--- config.mk ---
export PLATFORM = sky130hd
export DESIGN_NAME = obst_ctrl
export DESIGN_NICKNAME = d
export VERILOG_FILES = /design/src/rtl/core/obst_pkg.sv /design/src/rtl/core/obst_ctrl.sv
export SDC_FILE = /design/constraint.sdc
export NUM_CORES = 1
export LEC_CHECK = 0
export BUFFER_PORTS_ARGS = -buffer_cell sky130_fd_sc_hd__buf_2
export CORE_MARGIN = 2
export CORE_UTILIZATION = 55
export DETAILED_ROUTE_END_ITERATION = 12
export HOLD_SLACK_MARGIN = 0.15
export MAX_ROUTING_LAYER = met4
export PLACE_DENSITY_LB_ADDON = 0.12
export SLEW_MARGIN = 20
export SYNTH_ARGS = -nofsm -noshare
export SYNTH_HDL_FRONTEND = slang
export SYNTH_SLANG_ARGS = --single-unit
--- constraint.sdc ---
create_clock -name clk_i -period 3.9 [get_ports clk_i]
set_clock_uncertainty 0.2 [all_clocks]
set_input_delay 0.78 -clock clk_i [delete_from_list [all_inputs] [get_ports clk_i]]
set_output_delay 0.78 -clock clk_i [all_outputs]
set_load 0.005 [all_outputs]
--- src/rtl/core/obst_pkg.sv ---
package obst_pkg;

  localparam int unsigned MAX_KEYS  = 16;
  localparam int unsigned FREQ_W    = 16;
  localparam int unsigned COST_W    = 24;
  localparam int unsigned KCNT_W    = 5;
  localparam int unsigned IDX_W     = (MAX_KEYS > 1) ? $clog2(MAX_KEYS) : 1;
  localparam int unsigned CNT_W     = $clog2(MAX_KEYS + 1);
  localparam int unsigned TBL_AW    = 2 * IDX_W;
  localparam int unsigned TBL_DEPTH = 1 << TBL_AW;
  localparam int unsigned WSUM_W    = FREQ_W + CNT_W;
  localparam int unsigned LR_W      = COST_W + 1;
  localparam int unsigned TOT_W     = ((WSUM_W > LR_W) ? WSUM_W : LR_W) + 1;

  localparam logic [COST_W-1:0] COST_MAX = {COST_W{1'b1}};

  typedef enum logic [2:0] {
    ST_IDLE,
    ST_RUN,
    ST_DRAIN,
    ST_WRITE,
    ST_OUT
  } state_e;

  typedef struct packed {
    logic             load_we;
    logic [IDX_W-1:0] load_idx;
    logic             rd_en;
    logic             clr;
    logic             wr_en;
    logic [IDX_W-1:0] lo;
    logic [IDX_W-1:0] hi;
    logic [IDX_W-1:0] root;
  } dp_cmd_t;

  function automatic logic [KCNT_W-1:0] to_key_count(input logic [CNT_W-1:0] n);
    logic [CNT_W+KCNT_W-1:0] w;
    w = (CNT_W + KCNT_W)'(n);
    return w[KCNT_W-1:0];
  endfunction

endpackage

--- src/rtl/core/obst_ctrl.sv ---
module obst_ctrl
  import obst_pkg::*;
(
  input  logic             clk_i,
  input  logic             rst_ni,
  input  logic             in_valid_i,
  input  logic             last_i,
  output logic             in_stall_o,
  output logic             out_valid_o,
  input  logic             out_stall_i,
  output dp_cmd_t          cmd_o,
  output logic [CNT_W-1:0] key_count_o,
  output logic             too_many_o
);

  state_e           state_q, state_d;
  logic [CNT_W-1:0] cnt_q, cnt_d;
  logic [CNT_W-1:0] len_q, len_d;
  logic [IDX_W-1:0] lo_q, lo_d;
  logic [IDX_W-1:0] root_q, root_d;
  logic             ovf_q, ovf_d;

  logic             in_acc;
  logic             room;
  logic [CNT_W:0]   hi_w;
  logic [CNT_W:0]   end_w;
  logic [IDX_W-1:0] hi;
  logic             more_lo;
  logic             more_len;

  assign in_acc   = in_valid_i && (state_q == ST_IDLE);
  assign room     = cnt_q < CNT_W'(MAX_KEYS);
  assign end_w    = (CNT_W + 1)'(lo_q) + (CNT_W + 1)'(len_q);
  assign hi_w     = end_w - (CNT_W + 1)'(1);
  assign hi       = hi_w[IDX_W-1:0];
  assign more_lo  = end_w < (CNT_W + 1)'(cnt_q);
  assign more_len = len_q < cnt_q;

  always_comb begin
    state_d = state_q;
    unique case (state_q)
      ST_IDLE: begin
        if (in_acc && last_i) state_d = ST_RUN;
      end
      ST_RUN: begin
        if (root_q == hi) state_d = ST_DRAIN;
      end
      ST_DRAIN: state_d = ST_WRITE;
      ST_WRITE: begin
        if (more_lo || more_len) state_d = ST_RUN;
        else                     state_d = ST_OUT;
      end
      ST_OUT: begin
        if (!out_stall_i) state_d = ST_IDLE;
      end
      default: state_d = ST_IDLE;
    endcase
  end

  // interval walk: len outer, lo middle, root inner
  always_comb begin
    cnt_d  = cnt_q;
    ovf_d  = ovf_q;
    len_d  = len_q;
    lo_d   = lo_q;
    root_d = root_q;
    unique case (state_q)
      ST_IDLE: begin
        if (in_acc) begin
          if (room) cnt_d = cnt_q + CNT_W'(1);
          else      ovf_d = 1'b1;
          if (last_i) begin
            len_d  = CNT_W'(1);
            lo_d   = '0;
            root_d = '0;
          end
        end
      end
      ST_RUN: begin
        if (root_q != hi) root_d = root_q + IDX_W'(1);
      end
      ST_DRAIN: ;
      ST_WRITE: begin
        if (more_lo) begin
          lo_d   = lo_q + IDX_W'(1);
          root_d = lo_q + IDX_W'(1);
        end else if (more_len) begin
          len_d  = len_q + CNT_W'(1);
          lo_d   = '0;
          root_d = '0;
        end
      end
      ST_OUT: begin
        if (!out_stall_i) begin
          cnt_d = '0;
          ovf_d = 1'b0;
        end
      end
      default: ;
    endcase
  end

  always_comb begin
    cmd_o          = '0;
    cmd_o.load_idx = cnt_q[IDX_W-1:0];
    cmd_o.lo       = lo_q;
    cmd_o.hi       = hi;
    cmd_o.root     = root_q;
    unique case (state_q)
      ST_IDLE: begin
        cmd_o.load_we = in_acc && room;
        cmd_o.clr     = in_acc && last_i;
      end
      ST_RUN:   cmd_o.rd_en = 1'b1;
      ST_DRAIN: ;
      ST_WRITE: begin
        cmd_o.wr_en = 1'b1;
        cmd_o.clr   = 1'b1;
      end
      ST_OUT:   ;
      default:  ;
    endcase
  end

  assign in_stall_o  = (state_q != ST_IDLE);
  assign out_valid_o = (state_q == ST_OUT);
  assign key_count_o = cnt_q;
  assign too_many_o  = ovf_q;

  always_ff @(posedge clk_i or negedge rst_ni) begin
    if (!rst_ni) begin
      state_q <= ST_IDLE;
      cnt_q   <= '0;
      ovf_q   <= 1'b0;
      len_q   <= '0;
      lo_q    <= '0;
      root_q  <= '0;
    end else begin
      state_q <= state_d;
      cnt_q   <= cnt_d;
      ovf_q   <= ovf_d;
      len_q   <= len_d;
      lo_q    <= lo_d;
      root_q  <= root_d;
    end
  end

  a_cnt_bound: assert property (@(posedge clk_i) disable iff (!rst_ni)
    cnt_q <= CNT_W'(MAX_KEYS))
    else $error("key count above capacity");

  a_root_range: assert property (@(posedge clk_i) disable iff (!rst_ni)
    (state_q == ST_RUN) |-> (root_q >= lo_q) && (root_q <= hi) && (cnt_q != '0))
    else $error("root outside interval");

  a_out_clears: assert property (@(posedge clk_i) disable iff (!rst_ni)
    (out_valid_o && !out_stall_i) |=> (state_q == ST_IDLE) && (cnt_q == '0) && !ovf_q)
    else $error("set state not cleared after result beat");

endmodule

# Word level (Yosys, flattened, before mapping)
# Cells that the tools add are included.
dict set report classes {
  add_sub_neg 6
  magnitude_cmp 3
  n_eq_ne 17
  mux 29
  n_reduce_logical 15
}
# operator n
set op_table {}
lappend op_table {{$mux W5} 7}
lappend op_table {{$mux W4} 5}
lappend op_table {{$pmux W5 S2} 2}
lappend op_table {{$ne A2 B2 Y1 const B} 9}
lappend op_table {{$pmux W3 S5} 1}
lappend op_table {{$mux W3} 4}
lappend op_table {{$pmux W4 S3} 1}
lappend op_table {{$reduce_and A4 Y1} 3}
lappend op_table {{$add A5 B1 Y5 const B} 2}
lappend op_table {{$reduce_and A5 Y1} 2}
lappend op_table {{$add A4 B1 Y4 const B} 2}
lappend op_table {{$pmux W4 S2} 1}
lappend op_table {{$add A4 B5 Y6} 1}
lappend op_table {{$eq A3 B2 Y1 const B} 2}
lappend op_table {{$lt A6 B5 Y1} 1}
lappend op_table {{$mux W1} 6}
lappend op_table {{$reduce_bool A3 Y1} 2}
lappend op_table {{$lt A5 B5 Y1} 1}
lappend op_table {{$lt A5 B5 Y1 const B} 1}
lappend op_table {{$eq A4 B4 Y1} 1}
lappend op_table {{$ne A4 B4 Y1} 1}
lappend op_table {{$pmux W1 S2} 2}
lappend op_table {{$reduce_bool A2 Y1} 2}
lappend op_table {{$sub A4 B1 Y4 const B} 1}
lappend op_table {{8 further kinds} 10}
dict set report totals {
  reg_bits 22
  input_bits 5
  out_inout_bits 28
  wordCells 76
}

# Depth between registers and ports, before layout
# Gate-level depths: netlist (run 1).
dict set report logic_depth {
  ltp_word 5
  mapped_depth 14
}

# Worst setup path after synthesis (run 1)
# No wires, ideal clock.
dict set report synth_path {
  path_type {flip-flop to flip-flop}
  from {reg lo_q[0]}
  to {reg root_q[0]}
  arrival_ns 2.729
  required_time_ns 3.575
  path_slack_ns 0.846
  stages_incl_launch_ff 12
  n_path_buf 0
  cell_sequence {dfrtp_1 -> ha_1 -> inv_1 -> fa_1 -> xnor2_1 -> ha_1 -> o21ai_0 -> o21ai_1 -> o211ai_1 -> a311oi_2 -> o22ai_4 -> mux2_4}
}
dict set report synth_via {
  elab_chain_cells 5
  elab_cells_between_ends 10
  classes_between {add/sub (3); order compare (1); eq/ne (3); mux (2); reduce/logical (1)}
}
# element line_no
set synth_lines {}
lappend synth_lines {{start, declared} obst_ctrl.sv:19} ;# logic [IDX_W-1:0] lo_q, lo_d;
lappend synth_lines {{start signal, assigned} obst_ctrl.sv:143} ;# lo_q <= lo_d;
lappend synth_lines {{$add A4 B5 Y6} obst_ctrl.sv:33} ;# assign end_w = (CNT_W + 1)'(lo_q) + (CNT_W + 1)'(len_q);
lappend synth_lines {{$sub A4 B1 Y4} obst_ctrl.sv:34} ;# assign hi_w = end_w - (CNT_W + 1)'(1);
lappend synth_lines {{$ne A4 B4 Y1} obst_ctrl.sv:80} ;# if (root_q != hi) root_d = root_q + IDX_W'(1);
lappend synth_lines {{$ne A2 B2 Y1 (no line)} n/a}
lappend synth_lines {{$reduce_and A5 Y1 (no line)} n/a}
lappend synth_lines {{end signal, assigned} obst_ctrl.sv:144} ;# root_q <= root_d;
lappend synth_lines {{end, declared} obst_ctrl.sv:20} ;# logic [IDX_W-1:0] root_q, root_d;
# Parallel ways exist; a longest one is shown, timed or not.
# A chain may end at the register's enable or synchronous reset.

==> out/metrics.cfg, run 1 <==
[drt]
antenna_left=0
wl_mm=3.89
first_pass_iters=4
drc_errors=0
via_per_inst=5.88
routedWlPerCell_um=15.5
num_vias=1477
drt_iter0_drc=57

[yosys]
ys_types=56
synth_top_cells_by_count=dfrtp_1 (22), ha_1 (17), inv_1 (16), a21oi_1 (11), nor2_1 (9)
yosysWarnings=0
syn_nets=200
synth-edff-count=0
synthMostInstantiatedCell=dfrtp_1
synth_top_area_share_pct=31.9
synth-simple-area-share_pct=16.5
synthXorXnorAreaFrac_pct=6.96
synth-compound-area-share_pct=19.8
ys.flop_type=dfrtp_1
synth_top_family_by_area=compound AO/OA/AOI/OAI gates
synth_cells=177
seq_area_frac_synth_pct=31.9
synth-seq-cells=22
yosys.area_share.adder_pct=13.5
muxShareOfSynthArea_pct=5.58
avgSynthCellArea_um2=9.75
syn-cell-area_um2=1730
synth_top_cell_by_area=dfrtp_1
synthTopCellsByArea=dfrtp_1 (32%), ha_1 (12%), mux2_4 (4.4%)
ys_async_sr_fraction_pct=100

[critical_path]
required_ns=2.92
critPathMostFrequentCell=inv_1
critical_path_class=reg -> out
path_cells=ha_1 > inv_1 > fa_1 > xnor2_1 > o32a_1 > a221oi_2 > inv_1 > buf_2
crit_path_max_fanout=5
max_stage_delay_ns=0.47
cp.arrival_ns=2.57
crit_buf_inv=3
cp-start-kind=register
cp_top_family=adder cells
end_kind=primary output
slowest_stage=dfrtp_1

[global_route]
grt_pass1_vias=1393
antenna_found_initial=0
grt_overflow=0
grt_usage_pct=24.9
grt_max_degree=23
grt_pass1_wl_mm=6.49

[timing]
rsz0062_at_grt=no
period_minus_slack_ns=3.55
max_freq_ghz=0.282
report.final.hold_viol_count=0
drv_slew=0
relSlewSlack_pct=53.6
worstMarginPinSlew_ns=0.691
fin_setup_tns_ns=0
fin_crit_sh_pct=91.0
setup_viol=0

[power_and_ir_drop]
ir_drop_uv=405
p_leak_nw=0.990
power_mw=1.28
powerDensity_nw_per_um2=662

[placement]
place_hpwl_mm=3.10
io_buffers=32
place_area_um2=1910
gp_congestion=0.892

[clock_network]
numCtsBuffers=3
cts_hold_buffers=0
post_cts.repair.setup_buffers=0
clockBufferDepth=2
htreeDepth=1
cts_resized=0
path_clk_slew_ns=0.12
clockRootBuffer=clkbuf_4
clock_latency_ns=0.30
clock-sinks=22
cts_tree=built

[floorplanning]
initial_core_util_pct=57.0
io_pins=33
core_um2=3030
fp.dieW_um=60.0
row_count=20
dieHeight_um=60.0
dieArea_um2=3600

[finish]
drive_gt1_share_pct=26.1
syn2layout_area_growth_pct=11.7
nets=232
finish.instance_area_um2=1930
n_antenna_cell=0

[run_status]
status=completed

[job]
cap_violations=0

[min_path]
hold_class=in -> async

-- flip-flops by register name, indices dropped and copies added (netlist names) --
name / flops
key_count_o: 5
len_q: 5
lo_q: 4
root_q: 4
state_q: 3
too_many_o: 1
-- cell usage in the layout, fill, tap and decap left out, types with 2 or more instances in the layout --
cell        n
buf_2      32
dfrtp_1    22
ha_1       17
inv_1      16
a21oi_1    11
nor2_1      9
xnor2_1     6
nand2_1     6
o21ai_0     6
xor2_1      5
mux2_4      5
nor3_1      4
nand4_1     4
o22ai_1     4
a21o_1      3
nor2b_1     3
or3_1       3
clkbuf_4    3
or2_2       2
and2_1      2
nor4_1      2
nand3b_1    2
nor3b_1     2
o31ai_1     2
or4_1       2
o2bb2ai_1   2
a22o_1      2
nand3_1     2
-- layout make-up --
type | instances | area, um2
Clock buffer | 3 | 22.5
Fill cell | 274 | 1100
Inverter | 17 | 63.8
Multi-Input combinational cell | 133 | 1080
Sequential cell | 22 | 551
Tap cell | 44 | 55.1
Timing Repair Buffer | 32 | 160
-- per-layer routing --
metal	GRT usage, %	wire length, um	part of all wire (%)
met1	35.1	1890	49
met2	38.2	1820	47
met3	1.95	132	3.4
met4	7.94	44	1.1
met5	-	0	0
-- through the flow --
stage	setup WS [ns]	cells	hold slack, ns	utilization (%)
2_1_floorplan	0.846	177	0.274	-
3_3_place_gp	0.543	248	0.272	62.9
3_5_place_dp	0.466	248	0.293	62.9
4_1_cts	0.328	251	0.233	63.7
5_1_grt	0.177	251	0.264	63.7
6_report	0.349	251	0.229	63.7
-- where the power goes --
| group | switching (mW) | internal (mW) | total [mW] | leakage, nW |
|---|---|---|---|---|
| logic | 0.400 | 0.421 | 0.821 | 0.707 |
| registers | 0.0750 | 0.276 | 0.351 | 0.268 |
| clock network | 0.0674 | 0.0360 | 0.103 | 0.0138 |
-- worst paths after layout --
path,startpoint,depth (start not counted),to,slack (ns)
max in group asynchronous,rst_ni,1,root_q[2],2.93
hold reg to reg,too_many_o,2,too_many_o,0.32
setup reg to reg,lo_q[1],9,len_q[1],0.43
setup / recovery,len_q[0],8,cmd_o[7],0.35
hold / removal,rst_ni,1,state_q[2],0.23
min in group clk_i,too_many_o,2,too_many_o,0.32
-- cells by family (layout without fill, tap and decap cells) --
kind of cell,Yosys count,count (layout)
fa+ha+maj,18,18
simple gates,50,50
compound gates,46,46
flops,22,22
buf+inv,22,52
mux,7,7
xor+xnor,12,12
-- worst register-to-register path: stages, from the launching register on --
cell and delay (ns):
dfrtp_1 0.47, ha_1 0.34, a211oi_1 0.51, o21bai_1 0.20
o21a_1 0.15, ha_1 0.30, o211a_1 0.27, nor3_1 0.60
or3_1 0.23, a22o_1 0.15
(Power assumes the default switching activity.)
==> inputs of run 2 (changes only) <==
Settings changed: ABC_AREA set to 1, CORE_UTILIZATION 55 to 60, HOLD_SLACK_MARGIN 0.15 to not set.
Clock period 3.9 ns to 4.5 ns, I/O delays scaled along.
==> out/metrics.cfg, run 2 <==
[drt]
num_vias=1617  ; was 1477
drt_iter0_drc=73  ; was 57
via_per_inst=5.23  ; was 5.88
drc_errors=0  ; unchanged
antenna_left=0  ; unchanged
wl_mm=3.66  ; was 3.89 mm
first_pass_iters=4  ; unchanged
routedWlPerCell_um=11.9  ; was 15.5 um

[placement]
io_buffers=32  ; unchanged
place_inst=305  ; was 248
place_hpwl_mm=3.05  ; was 3.10 mm
gp_congestion=0.891  ; was 0.892

[clock_network]
numCtsBuffers=3  ; unchanged
cts_hold_buffers=0  ; unchanged
cts_tree=built  ; unchanged
htreeDepth=1  ; unchanged
clockBufferDepth=2  ; unchanged
clock_latency_ns=0.30  ; about the same
post_cts.repair.setup_buffers=0  ; unchanged
path_clk_slew_ns=0.12  ; about the same
clock-sinks=22  ; unchanged
clockRootBuffer=clkbuf_4  ; unchanged
cts_resized=0  ; unchanged

[yosys]
syn_nets=268  ; was 200
ys.flop_type=dfrtp_1  ; unchanged
synth-edff-count=0  ; unchanged
synth_top_area_share_pct=29.9  ; was 31.9%
ys_async_sr_fraction_pct=100  ; unchanged
synth-seq-cells=22  ; unchanged
synth_cells=245  ; was 177
synthTopCellsByArea=dfrtp_1 (30%), nand2_1 (14%), ha_1 (12%)  ; was dfrtp_1 (32%), ha_1 (12%), mux2_4 (4.4%)
seq_area_frac_synth_pct=29.9  ; was 31.9%
synth_top_cells_by_count=nand2_1 (67), inv_1 (33), dfrtp_1 (22), nand3_1 (21), ha_1 (17)  ; was dfrtp_1 (22), ha_1 (17), inv_1 (16), a21oi_1 (11), nor2_1 (9)
synthMostInstantiatedCell=nand2_1  ; was dfrtp_1
yosysWarnings=0  ; unchanged
ys_types=31  ; was 56
syn-cell-area_um2=1840  ; was 1730 um2
synth_top_cell_by_area=dfrtp_1  ; unchanged
avgSynthCellArea_um2=7.51  ; was 9.75 um2

[timing]
relSlewSlack_pct=46.1  ; was 53.6%
rsz0062_at_grt=no  ; unchanged
drv_slew=0  ; unchanged
report.final.hold_viol_count=0  ; unchanged
fin_setup_tns_ns=0  ; unchanged
worstMarginPinSlew_ns=0.804  ; was 0.691 ns
max_freq_ghz=0.307
fin_crit_sh_pct=72.4
period_minus_slack_ns=3.26
setup_viol=0  ; unchanged

[global_route]
antenna_found_initial=0  ; unchanged
grt_usage_pct=24.5  ; was 24.9%
grt_pass1_vias=1458  ; was 1393
grt_overflow=0  ; unchanged
grt_max_degree=23  ; unchanged
grt_pass1_wl_mm=6.41  ; was 6.49 mm

[critical_path]
cp-start-kind=register  ; unchanged
cp.arrival_ns=2.16  ; was 2.57 ns
crit_buf_inv=2  ; was 3
crit_path_max_fanout=6  ; was 5
path_cells=ha_1 > inv_1 > fa_1 > ha_1 > nand3b_1 > nand2_2 > buf_2  ; was ha_1 > inv_1 > fa_1 > xnor2_1 > o32a_1 > a221oi_2 > inv_1 > buf_2
max_stage_delay_ns=0.47  ; about the same
cp_top_family=adder cells  ; unchanged
critPathMostFrequentCell=ha_1  ; was inv_1
slowest_stage=fa_1  ; was dfrtp_1
required_ns=3.40  ; was 2.92 ns
end_kind=primary output  ; unchanged
critical_path_class=reg -> out  ; unchanged

[power_and_ir_drop]
ir_drop_uv=419  ; was 405 uV
powerDensity_nw_per_um2=568  ; was 662 nW/um2
p_leak_nw=1.21  ; was 0.990 nW

[floorplanning]
core_um2=2980  ; was 3030 um2
row_count=20  ; unchanged
fp.dieW_um=59.4  ; was 60.0 um
dieArea_um2=3530  ; was 3600 um2
initial_core_util_pct=61.8  ; was 57.0%
io_pins=33  ; unchanged
dieHeight_um=59.4  ; was 60.0 um

[run_status]
status=completed  ; unchanged

[finish]
layout_commonest_cell=nand2_1  ; was buf_2
n_antenna_cell=0  ; unchanged
finalNonFillerCells=309  ; was 251
drive_gt1_share_pct=25.4  ; was 26.1%
fin_util_pct=68.6  ; was 63.7%
fillCellCount=286  ; was 274
nets=300  ; was 232
final_cell_mix=nand2_1 (67), inv_1 (33), buf_2 (32), dfrtp_1 (22), nand3_1 (21)  ; was buf_2 (32), dfrtp_1 (22), ha_1 (17), inv_1 (16), a21oi_1 (11)
syn2layout_area_growth_pct=11.0  ; was 11.7%

[min_path]
hold_class=in -> async  ; unchanged

[job]
cap_violations=0  ; unchanged

==> run 2: cell types whose count changed after synthesis, sizes merged, moves of 4 or more <==
cell,delta
nand2,+74
mux2,-5
o22ai,-5
xnor2,-5
inv,+24
a21o,-4
nand3,+24
==> run 2: path summary, 6_finish.rpt <==
path	startpoint	end	slack [ns]	cells after the start
worst max-delay path	lo_q[0]	cmd_o[6]	1.24	7
worst min-delay path	rst_ni	state_q[2]	0.33	1
worst max register to register	lo_q[0]	len_q[0]	1.61	14
worst min register to register	too_many_o	too_many_o	0.33	2
max in group asynchronous	rst_ni	key_count_o[0]	3.43	1
min in group clk_i	too_many_o	too_many_o	0.33	2
==> run 2: final cells by class <==
cell class                      instances  area [um2]  area share (%)
Clock buffer                            4        36.3            1.78
Tap cell                               33        41.3            2.02
Inverter                               41         154            7.53
Timing Repair Buffer                   32         160            7.84
Sequential cell                        22         551            26.9
Multi-Input combinational cell        177        1100            53.9
==> run 2: cells by family after synthesis <==
| group | share of synthesized area, % |
|---|---|
| AND/OR/NAND/NOR | 35.6 |
| buffers and inverters | 10.3 |
| XOR/XNOR | 3.81 |
| adder cells (fa/ha/maj) | 12.6 |
| flip-flops | 29.9 |
| AO/OA/AOI/OAI | 7.21 |
| multiplexers | 0.612 |
==> run 2: routing by layer <==
layer | track usage (%) | routed length, um | vias up
met2 | 40.7 | 1810 | 28
li1 | - | - | 850
met5 | - | 0 | -
met3 | 4.59 | 127 | 2
met4 | 3.90 | 24 | 0
met1 | 31.6 | 1710 | 737
==> run 2: per-stage QoR <==
step	setup slack, ns	area, um2	hold slack, ns	power, mW
after CTS	1.23	2040	0.337	1.17
after global placement	1.60	2010	0.313	1.05
after global routing	1.05	2040	0.351	1.29
final	1.24	2040	0.334	1.16
after detailed placement	1.59	2010	0.314	1.06
after floorplan	1.76	1840	0.316	0.861
==> run 2: report_power, final <==
group | internal [mW] | switching [mW]
logic | 0.297 | 0.464
registers | 0.237 | 0.0552
clock network | 0.0494 | 0.0586
